**src/rtl/i2cm_pkg.sv**
```systemverilog
// Package for the I2C master byte controller.
// Holds the command codes, the bus sequencing constants and the word types.
// No dependencies.
package i2cm_pkg;

    localparam logic [2:0] CMD_NONE  = 3'd0;
    localparam logic [2:0] CMD_START = 3'd1;
    localparam logic [2:0] CMD_STOP  = 3'd2;
    localparam logic [2:0] CMD_WRITE = 3'd3;
    localparam logic [2:0] CMD_READ  = 3'd4;

    localparam logic [3:0] LAST_GROUP  = 4'd8;
    localparam logic [15:0] DELAY_RESET = 16'd60;

    typedef struct packed {
        logic [2:0] op;
        logic [7:0] tx_byte;
        logic       send_ack;
        logic       sda_in;
    } cmd_word_t;

    typedef struct packed {
        logic       scl_out;
        logic       sda_out;
        logic       busy_res;
        logic       done_res;
        logic       ack_received;
        logic [7:0] rx_byte;
    } res_word_t;

endpackage

```
**src/rtl/i2cm_chan_if.sv**
```systemverilog
// Valid/ready channel that carries one word per handshake.
// The word type is a parameter; the controller uses the types of i2cm_pkg.
interface i2cm_chan_if #(
    parameter type word_t = logic
);
    logic  valid;
    logic  ready;
    word_t payload;

    modport source (output valid, output payload, input ready);
    modport sink   (input valid, input payload, output ready);
endinterface

```
**src/rtl/i2c_master_byte_controller.sv**
```systemverilog
// I2C master byte controller: top level and only module.
// Depends on i2cm_pkg (codes and word types) and i2cm_chan_if (channels).
//
// Usage: every word on the cmd channel is one tick of the bus sequencer. It
// carries a command (none, start, stop, write byte, read byte), the byte to
// send, the ACK to drive after a read, and the sampled SDA level. A command is
// taken only while the controller is idle; while busy the op field is ignored,
// but the tick still advances the sequence. Each bus phase lasts delay_ticks
// ticks (0 acts as 1), written through cfg_we/cfg_wdata only while idle; the
// user must keep to this and the block does not enforce it. For every accepted
// cmd word exactly one word appears on the res channel, giving the SCL and SDA
// levels, busy, a done pulse on the last tick of a command, the last ACK seen
// by a write and the last byte read. A result word appears in the cycle after
// acceptance; throughput is one word per cycle while the receiver does not
// stall, set by the single update of state and result registers. On a stall
// the result register holds its word and cmd.ready drops, so no tick is lost.
// Reset leaves the bus released (SCL and SDA high), the controller idle, the
// result register empty and delay_ticks at 60.
module i2c_master_byte_controller (
    input  logic         clk,
    input  logic         rst_n,
    input  logic         cfg_we,
    input  logic [15:0]  cfg_wdata,
    i2cm_chan_if.sink    cmd,
    i2cm_chan_if.source  res
);

    logic [15:0] delay_reg;
    logic [2:0]  cur_cmd_reg,    cur_cmd_next;
    logic [1:0]  phase_step_reg, phase_step_next;
    logic [15:0] phase_timer_reg, phase_timer_next;
    logic [3:0]  bit_index_reg,  bit_index_next;
    logic [7:0]  shift_data_reg, shift_data_next;
    logic        ack_flag_reg,   ack_flag_next;
    logic        scl_level_reg,  scl_level_next;
    logic        sda_level_reg,  sda_level_next;
    logic        ack_to_send_reg, ack_to_send_next;
    logic [7:0]  rx_hold_reg,    rx_hold_next;
    logic        res_valid_reg;
    i2cm_pkg::res_word_t res_word_reg, res_word_next;

    i2cm_pkg::cmd_word_t cw;
    logic        accept;
    logic        start_new;
    logic [15:0] eff_delay;
    logic [16:0] timer_inc;
    logic [1:0]  step_inc;
    logic [1:0]  group_len;
    logic [3:0]  final_group;
    logic        done;

    assign cw        = cmd.payload;
    assign cmd.ready = !res_valid_reg || res.ready;
    assign accept    = cmd.valid && cmd.ready;
    assign eff_delay = (delay_reg == 16'd0) ? 16'd1 : delay_reg;
    assign res.valid   = res_valid_reg;
    assign res.payload = res_word_reg;

    always_comb
    begin
        cur_cmd_next     = cur_cmd_reg;
        phase_step_next  = phase_step_reg;
        phase_timer_next = phase_timer_reg;
        bit_index_next   = bit_index_reg;
        shift_data_next  = shift_data_reg;
        ack_flag_next    = ack_flag_reg;
        scl_level_next   = scl_level_reg;
        sda_level_next   = sda_level_reg;
        ack_to_send_next = ack_to_send_reg;
        rx_hold_next     = rx_hold_reg;
        done             = 1'b0;
        timer_inc        = 17'd0;
        step_inc         = 2'd0;
        group_len        = 2'd3;
        final_group      = 4'd0;

        start_new = (cur_cmd_reg == i2cm_pkg::CMD_NONE)
                    && (cw.op inside {[i2cm_pkg::CMD_START:i2cm_pkg::CMD_READ]});

        if (start_new)
        begin
            cur_cmd_next     = cw.op;
            phase_step_next  = 2'd0;
            phase_timer_next = 16'd0;
            bit_index_next   = 4'd0;
            if (cw.op == i2cm_pkg::CMD_WRITE)
            begin
                shift_data_next = cw.tx_byte;
            end
            if (cw.op == i2cm_pkg::CMD_READ)
            begin
                shift_data_next  = 8'd0;
                ack_to_send_next = cw.send_ack;
            end
        end

        if (cur_cmd_next != i2cm_pkg::CMD_NONE)
        begin
            // Line levels are set on the first tick of each phase.
            if (phase_timer_next == 16'd0)
            begin
                case (cur_cmd_next)
                    i2cm_pkg::CMD_START:
                    begin
                        if (phase_step_next == 2'd0)
                        begin
                            sda_level_next = 1'b1;
                            scl_level_next = 1'b1;
                        end
                        else if (phase_step_next == 2'd1)
                        begin
                            sda_level_next = 1'b0;
                        end
                        else
                        begin
                            scl_level_next = 1'b0;
                        end
                    end
                    i2cm_pkg::CMD_STOP:
                    begin
                        if (phase_step_next == 2'd0)
                        begin
                            sda_level_next = 1'b0;
                        end
                        else if (phase_step_next == 2'd1)
                        begin
                            scl_level_next = 1'b1;
                        end
                        else
                        begin
                            sda_level_next = 1'b1;
                        end
                    end
                    i2cm_pkg::CMD_WRITE:
                    begin
                        if (phase_step_next == 2'd0)
                        begin
                            sda_level_next = (bit_index_next < i2cm_pkg::LAST_GROUP)
                                             ? shift_data_next[7] : 1'b1;
                        end
                        else if (phase_step_next == 2'd1)
                        begin
                            scl_level_next = 1'b1;
                        end
                        else
                        begin
                            scl_level_next = 1'b0;
                        end
                    end
                    default:
                    begin
                        if (bit_index_next < i2cm_pkg::LAST_GROUP)
                        begin
                            if (bit_index_next == 4'd0 && phase_step_next == 2'd0)
                            begin
                                sda_level_next = 1'b1;
                            end
                            scl_level_next = (phase_step_next == 2'd0);
                        end
                        else if (phase_step_next == 2'd0)
                        begin
                            sda_level_next = !ack_to_send_next;
                        end
                        else if (phase_step_next == 2'd1)
                        begin
                            scl_level_next = 1'b1;
                        end
                        else
                        begin
                            scl_level_next = 1'b0;
                        end
                    end
                endcase
            end

            timer_inc = {1'b0, phase_timer_next} + 17'd1;
            if (timer_inc >= {1'b0, eff_delay})
            begin
                phase_timer_next = 16'd0;
                if (cur_cmd_next == i2cm_pkg::CMD_WRITE)
                begin
                    if (bit_index_next < i2cm_pkg::LAST_GROUP && phase_step_next == 2'd2)
                    begin
                        shift_data_next = {shift_data_next[6:0], 1'b0};
                    end
                    if (bit_index_next == i2cm_pkg::LAST_GROUP && phase_step_next == 2'd1)
                    begin
                        ack_flag_next = !cw.sda_in;
                    end
                end
                else if (cur_cmd_next == i2cm_pkg::CMD_READ)
                begin
                    if (bit_index_next < i2cm_pkg::LAST_GROUP && phase_step_next == 2'd0)
                    begin
                        shift_data_next = {shift_data_next[6:0], cw.sda_in};
                    end
                end

                if (cur_cmd_next == i2cm_pkg::CMD_READ
                    && bit_index_next < i2cm_pkg::LAST_GROUP)
                begin
                    group_len = 2'd2;
                end
                if (cur_cmd_next == i2cm_pkg::CMD_WRITE || cur_cmd_next == i2cm_pkg::CMD_READ)
                begin
                    final_group = i2cm_pkg::LAST_GROUP;
                end

                step_inc = phase_step_next + 2'd1;
                if (step_inc >= group_len)
                begin
                    phase_step_next = 2'd0;
                    if (bit_index_next >= final_group)
                    begin
                        if (cur_cmd_next == i2cm_pkg::CMD_READ)
                        begin
                            sda_level_next = 1'b1;
                            rx_hold_next   = shift_data_next;
                        end
                        cur_cmd_next   = i2cm_pkg::CMD_NONE;
                        bit_index_next = 4'd0;
                        done           = 1'b1;
                    end
                    else
                    begin
                        bit_index_next = bit_index_next + 4'd1;
                    end
                end
                else
                begin
                    phase_step_next = step_inc;
                end
            end
            else
            begin
                phase_timer_next = timer_inc[15:0];
            end
        end

        res_word_next.scl_out      = scl_level_next;
        res_word_next.sda_out      = sda_level_next;
        res_word_next.busy_res     = (cur_cmd_next != i2cm_pkg::CMD_NONE);
        res_word_next.done_res     = done;
        res_word_next.ack_received = ack_flag_next;
        res_word_next.rx_byte      = rx_hold_next;
    end

    always_ff @(posedge clk or negedge rst_n)
    begin
        if (!rst_n)
        begin
            delay_reg       <= i2cm_pkg::DELAY_RESET;
            cur_cmd_reg     <= i2cm_pkg::CMD_NONE;
            phase_step_reg  <= 2'd0;
            phase_timer_reg <= 16'd0;
            bit_index_reg   <= 4'd0;
            shift_data_reg  <= 8'd0;
            ack_flag_reg    <= 1'b0;
            scl_level_reg   <= 1'b1;
            sda_level_reg   <= 1'b1;
            ack_to_send_reg <= 1'b0;
            rx_hold_reg     <= 8'd0;
            res_valid_reg   <= 1'b0;
        end
        else
        begin
            if (cfg_we)
            begin
                delay_reg <= cfg_wdata;
            end
            if (accept)
            begin
                cur_cmd_reg     <= cur_cmd_next;
                phase_step_reg  <= phase_step_next;
                phase_timer_reg <= phase_timer_next;
                bit_index_reg   <= bit_index_next;
                shift_data_reg  <= shift_data_next;
                ack_flag_reg    <= ack_flag_next;
                scl_level_reg   <= scl_level_next;
                sda_level_reg   <= sda_level_next;
                ack_to_send_reg <= ack_to_send_next;
                rx_hold_reg     <= rx_hold_next;
                res_valid_reg   <= 1'b1;
            end
            else if (res.ready)
            begin
                res_valid_reg <= 1'b0;
            end
        end
    end

    always_ff @(posedge clk)
    begin
        if (accept)
        begin
            res_word_reg <= res_word_next;
        end
    end

endmodule

```
**src/flat_wrapper.sv**
```systemverilog
// flat-port wrapper written by rule: the top's interface ports become plain ports
module i2c_master_byte_controller_flat 
  (clk, rst_n, cfg_we, cfg_wdata, cmd_valid, cmd_payload, cmd_ready, res_valid, res_payload, res_ready);
  i2cm_chan_if #(.word_t(i2cm_pkg::cmd_word_t)) cmd_i ();
  i2cm_chan_if #(.word_t(i2cm_pkg::res_word_t)) res_i ();
  input  logic clk;
  input  logic rst_n;
  input  logic cfg_we;
  input  logic [15:0] cfg_wdata;
  input wire logic [$bits(cmd_i.valid)-1:0] cmd_valid;
  input wire logic [$bits(cmd_i.payload)-1:0] cmd_payload;
  output wire logic [$bits(cmd_i.ready)-1:0] cmd_ready;
  output wire logic [$bits(res_i.valid)-1:0] res_valid;
  output wire logic [$bits(res_i.payload)-1:0] res_payload;
  input wire logic [$bits(res_i.ready)-1:0] res_ready;
  assign cmd_i.valid = cmd_valid;
  assign cmd_i.payload = cmd_payload;
  assign cmd_ready = cmd_i.ready;
  assign res_valid = res_i.valid;
  assign res_payload = res_i.payload;
  assign res_i.ready = res_ready;
  i2c_master_byte_controller u_core (.clk(clk), .rst_n(rst_n), .cfg_we(cfg_we), .cfg_wdata(cfg_wdata), .cmd(cmd_i), .res(res_i));
endmodule
```
**config.mk**
```make
export PLATFORM = sky130hd
export DESIGN_NAME = i2c_master_byte_controller_flat
export DESIGN_NICKNAME = d
export VERILOG_FILES = /design/src/rtl/i2cm_pkg.sv /design/src/rtl/i2cm_chan_if.sv /design/src/rtl/i2c_master_byte_controller.sv /design/src/flat_wrapper.sv
export SDC_FILE = /design/constraint.sdc
export NUM_CORES = 1
export LEC_CHECK = 0
export BUFFER_PORTS_ARGS = -buffer_cell sky130_fd_sc_hd__buf_2
export CORE_MARGIN = 1.5
export CORE_UTILIZATION = 35
export DETAILED_ROUTE_END_ITERATION = 8
export GPL_TIMING_DRIVEN = 0
export HOLD_SLACK_MARGIN = 0.03
export PLACE_DENSITY_LB_ADDON = 0.2
export SLEW_MARGIN = 20
export SYNTH_ARGS = -nofsm -noshare
export SYNTH_HDL_FRONTEND = slang
export SYNTH_SLANG_ARGS = --single-unit
```
**constraint.sdc**
```tcl
create_clock -name clk -period 6.4 [get_ports clk]
set_input_delay 0.32 -clock clk [delete_from_list [all_inputs] [get_ports clk]]
set_output_delay 0.32 -clock clk [all_outputs]
set_load 0.02 [all_outputs]
```
Word level (Yosys, flattened, before mapping):

Cells that the tools add are included.
Widths: inputs -> output; s select.

* muxes and demuxes: 73
* reduce and logical (&&, ||, !) cells: 22
* equality and inequality tests: 9
* add/sub/neg operators: 3
* order comparisons: 6

Operators by type and width (count)
* $mux 8: 14
* $mux 16: 4
* $mux 1: 34
* $logic_not 16->1: 2
* $mux 4: 8
* $add 16x1->17 const B: 1
* $ge 17x16->1: 1
* $mux 3: 5
* $mux 2: 6
* $eq 3x2->1 const B: 3
* $logic_and 1x1->1: 8
* $eq 3x3->1 const B: 2
* $pmux 1 s3: 2
* $reduce_bool 3->1: 2
* $add 4x1->4 const B: 1
* $eq 4x4->1 const B: 1
* $ge 4x4->1: 1
* $logic_not 4->1: 1
* $lt 4x4->1 const B: 1
* $eq 3x1->1 const B: 1
* $ge 3x1->1 const B: 1
* $le 3x3->1 const B: 1
* $logic_not 1->1: 3
* $logic_not 3->1: 1
* 8 further kinds: 9

* logic and storage cells: 131
* input bits: 34
* bits in registers: 75
* output and inout bits: 15

Logic depth before layout (Yosys ltp):

* depth in word-level cells: 15
* mapped depth: 23
* depth with buffers taken out: 17

Least setup slack after synthesis:

Ideal clock, no wire load.

* path kind: reg2reg
* from: register u_core.cur_cmd_reg[1]
* to: register u_core.res_word_reg, in the netlist u_core.res.payload[0], data pin
* cell stages (with the launch flop): 22
* period minus slack after synthesis: 4.785 ns
* path buffers: 5
* arrival time: 4.525 ns
* path slack: 1.615 ns
* setup time: 0.260 ns
* required time: 6.140 ns
* cell sequence: dfrtp_1 buf_6 or3_4 buf_6 or3_4 buf_6 clkbuf_1 and2_1 ha_1 and3_1 clkbuf_1 nand3_1 xor2_1 nor2_1 ha_1 nand4_1 nor3_1 a221o_1 o21ai_0 a21oi_2 nand2_2 mux2_2

RTL lines
* start: declaration: line i2c_master_byte_controller.sv:29 `logic [2:0] cur_cmd_reg, cur_cmd_next;`
* start signal: assignment: line i2c_master_byte_controller.sv:253 `cur_cmd_reg <= i2cm_pkg::CMD_NONE;`
* start signal: assignment: line i2c_master_byte_controller.sv:273 `cur_cmd_reg <= cur_cmd_next;`
* end signal: assignment: line i2c_master_byte_controller.sv:296 `res_word_reg <= res_word_next;`
* end: declaration: line i2c_master_byte_controller.sv:40 `i2cm_pkg::res_word_t res_word_reg, res_word_next;`

==> reports/results.ini <==
[status]
status=completed

[floorplanning]
core_um2=13300
start_util=0.3600
die_y_um=119.9
rows=42
dieArea_um2=14380
die_width_um=119.9
ios=49

[synth]
synth_seq_area_share=0.4073
synth_ff_type=dfrtp_1
synth-seq-cells=75
synth_nets=587
yosysMostFrequentCell=nand2_1
syn_inst=528
synth_compound_area_frac=0.1927
synth_warnings=0
synthMuxAreaShare=0.06222
synth_xor_area_frac=0.02562
synth_top_area_share=0.2928
ys_async_sr_fraction=0.8267
synthAdderAreaFrac=0.06536
ys_types=67
synth_top_family_by_area=simple AND/OR/NAND/NOR gates
synth-edff-count=13
synth_largest_area_cell=dfrtp_1
synth_commonest_cells=86 x nand2_1, 56 x dfrtp_1, 36 x nor2_1, 36 x o21ai_0, 28 x inv_1
avgSynthCellArea_um2=9.064
synthTopCellsByArea=dfrtp_1 29%, edfxtp_1 8.2%, nand2_1 6.7%
synth_area_um2=4786
synth-simple-area-share=0.1987

[clock_tree]
clock_sinks=75
clk_path_buf_depth=2
clk_latency_ps=350
cts_tree=yes
cts-resized-gates=0
root_buffer=clkbuf_16
clkSlewWorstSetupHoldPaths_ps=70
htreeDepth=3
numCtsBuffers=9

[global_routing]
grt_pass1_vias=4083
grt_pass1_wl_mm=20.81
grtUsageTotal=0.1853
grt.overflow.total=0
antenna_found_initial=0
grt_max_degree=42

[critical_path]
startpoint_type=flip-flop
cpMaxStageDelayCell=o21ai_0
worstPathCellList=buf_6, or3_4, buf_6, or3_4, buf_6, clkbuf_1, and2_1, ha_1, and3_1, clkbuf_1, nand3_1, xor2_1, nor2_1, ha_1, nand4_1, nor3_1, a221o_1, o21ai_0, a21oi_2, nand2_2, mux2_2
crit_required_ps=6500
cpPeakStageDelay_ps=490
worstPathMaxFanout=10
setup.worst_path.class=reg2reg
crit_top_cell=buf_6
crit_arrival_ps=5740
end_kind=flip-flop

[timing]
setup_viol_count_final=0
finalHoldViolCount=0
max-slew-margin-rel=0.4572
max_freq_mhz=177.4
rsz0062_at_grt=no
fin_crit_sh=0.8807
finalSetupTns_ps=0
slew_viol_final=0
period_minus_slack_ps=5637
finClkSkew_ps=9.209
worstMarginPinSlew_ps=809.2

[pwr]
switchingPower_w=0.0005307
p_sw_frac=0.3493
p_int_w=0.0009885
seqPwrFrac=0.390
p_leak_nw=2.447
p_comb_frac=0.281
p_per_area_nw_per_um2=272.5
clockPowerShare=0.328
peakVddDrop_v=0.0001332

[hold_path]
hold_class=in2reg

[place]
buffer_ports.inserted=47
gp_congestion=0.8798
hpwlAfterDp_mm=9.270
place_area_um2=5271

[routing]
routedWlPerCell_um=16.26
drc=0
viasPerCell=5.399
vias=4152
ant_nets=0
drt-initial-drc-count=288
drtPass1Iterations=4
wl_mm=12.51

[final_layout]
antenna_cells=0
area_delta_synth_final_pct=16.47
layout-drive-gt1-share=0.1788
finalInstanceArea_um2=5574
nNetsFinal=647

[job]
drv_cap=0

==> power by group through the flow <==
| stage | clock (W) | sequential [W] | combinational (W) |
|---|---|---|---|
| final | 0.000499 | 0.000593 | 0.000428 |
| after floorplan | 0 | 0.000599 | 0.000291 |
| after global placement | 0 | 0.000599 | 0.000415 |
| after global routing | 0.000534 | 0.000602 | 0.000481 |
| after CTS | 0.000514 | 0.000593 | 0.000431 |
| after detailed placement | 0 | 0.000601 | 0.000429 |
==> path summary, 6_finish.rpt <==
path,start,end,slack (ps),depth (start not counted)
setup / recovery,u_core.cur_cmd_reg[1],u_core.res.payload[3],760,21
hold / removal,cmd_valid,u_core.res.valid,180,2
setup reg to reg,u_core.cur_cmd_reg[1],u_core.res.payload[3],760,21
hold reg to reg,u_core.ack_flag_reg,u_core.ack_flag_reg,500,2
max in group asynchronous,rst_n,u_core.delay_reg[2],5400,3
min in group asynchronous,rst_n,u_core.ack_to_send_reg,420,2
==> layout make-up <==
| type | instances | area (um^2) |
|---|---|---|
| fillers | 1345 | 7721 |
| well taps | 176 | 220.2 |
| inverters | 29 | 108.9 |
| clock buffers | 9 | 225.2 |
| repair buffers | 49 | 275.3 |
| multi-input cells | 400 | 2606 |
| plain buffers | 24 | 121.4 |
| clock inverters | 7 | 67.56 |
| flip-flops and latches | 75 | 1949 |
==> logic make-up (layout without fill, tap and decap cells) <==
| family | Yosys count | count (layout) |
|---|---|---|
| AO/OA/AOI/OAI | 134 | 134 |
| XOR/XNOR | 14 | 14 |
| adder cells (fa/ha/maj) | 25 | 25 |
| buffers and inverters | 53 | 118 |
| flip-flops | 75 | 75 |
| multiplexers | 27 | 27 |
| AND/OR/NAND/NOR | 200 | 200 |
==> metrics by stage <==
stage / cells / util / setup WS [ps] / hold slack, ps / power, W
final: 769 / 0.4193 / 763.2 / 177.7 / 0.001519
after global routing: 769 / 0.4193 / 418.1 / 191.1 / 0.001616
after CTS: 769 / 0.4193 / 733.9 / 167.2 / 0.001538
after detailed placement: 752 / 0.3965 / 707.0 / 246.0 / 0.001030
after global placement: 751 / 0.3942 / 714.0 / 471.2 / 0.001014
after floorplan: 528 / - / 1615 / 24.41 / 0.0008898
==> routing by layer <==
metal | share of wire | GRT usage
met1 | 0.45 | 0.2350
met2 | 0.49 | 0.3136
met3 | 0.043 | 0.04230
met4 | 0.015 | 0.05655
met5 | 0 | 0
==> worst max-delay path: cells and delay by family, from the launching register on <==
family	cells	cell delay, ps
buffers and inverters	5	850
AOI/OAI and AO/OA	3	1080
adders and majority gates	2	600
and+or+nand+nor	9	1950
DFF	1	370
xor gates and xnor gates	1	160
muxes	1	380
==> what timing repair did <==
action | 4_1_cts | 5_1_grt
buffers inserted | 0 | 0
endpoints found under the hold margin | 21 | 0
hold buffers | 1 | 0
==> cell usage in the layout (no fill, tap or decap), types with 4 or more instances in the layout <==
cell	instances
nand3_1	21
buf_2	47
clkbuf_1	19
a21oi_1	16
and2_1	10
o31ai_1	15
dfstp_2	6
and3_1	5
mux2i_1	8
nor4_1	7
o221ai_1	8
nor3_1	7
ha_1	25
o21ai_0	36
inv_6	5
buf_6	4
a31oi_1	6
o41ai_1	4
nor2_1	36
inv_1	28
nand4_1	4
nand2b_1	5
edfxtp_1	13
dfrtp_1	56
clkbuf_16	9
mux2_2	16
xor2_1	11
a21o_1	9
o21a_1	4
nand2_1	86
Power figures use the tool's default switching activity.
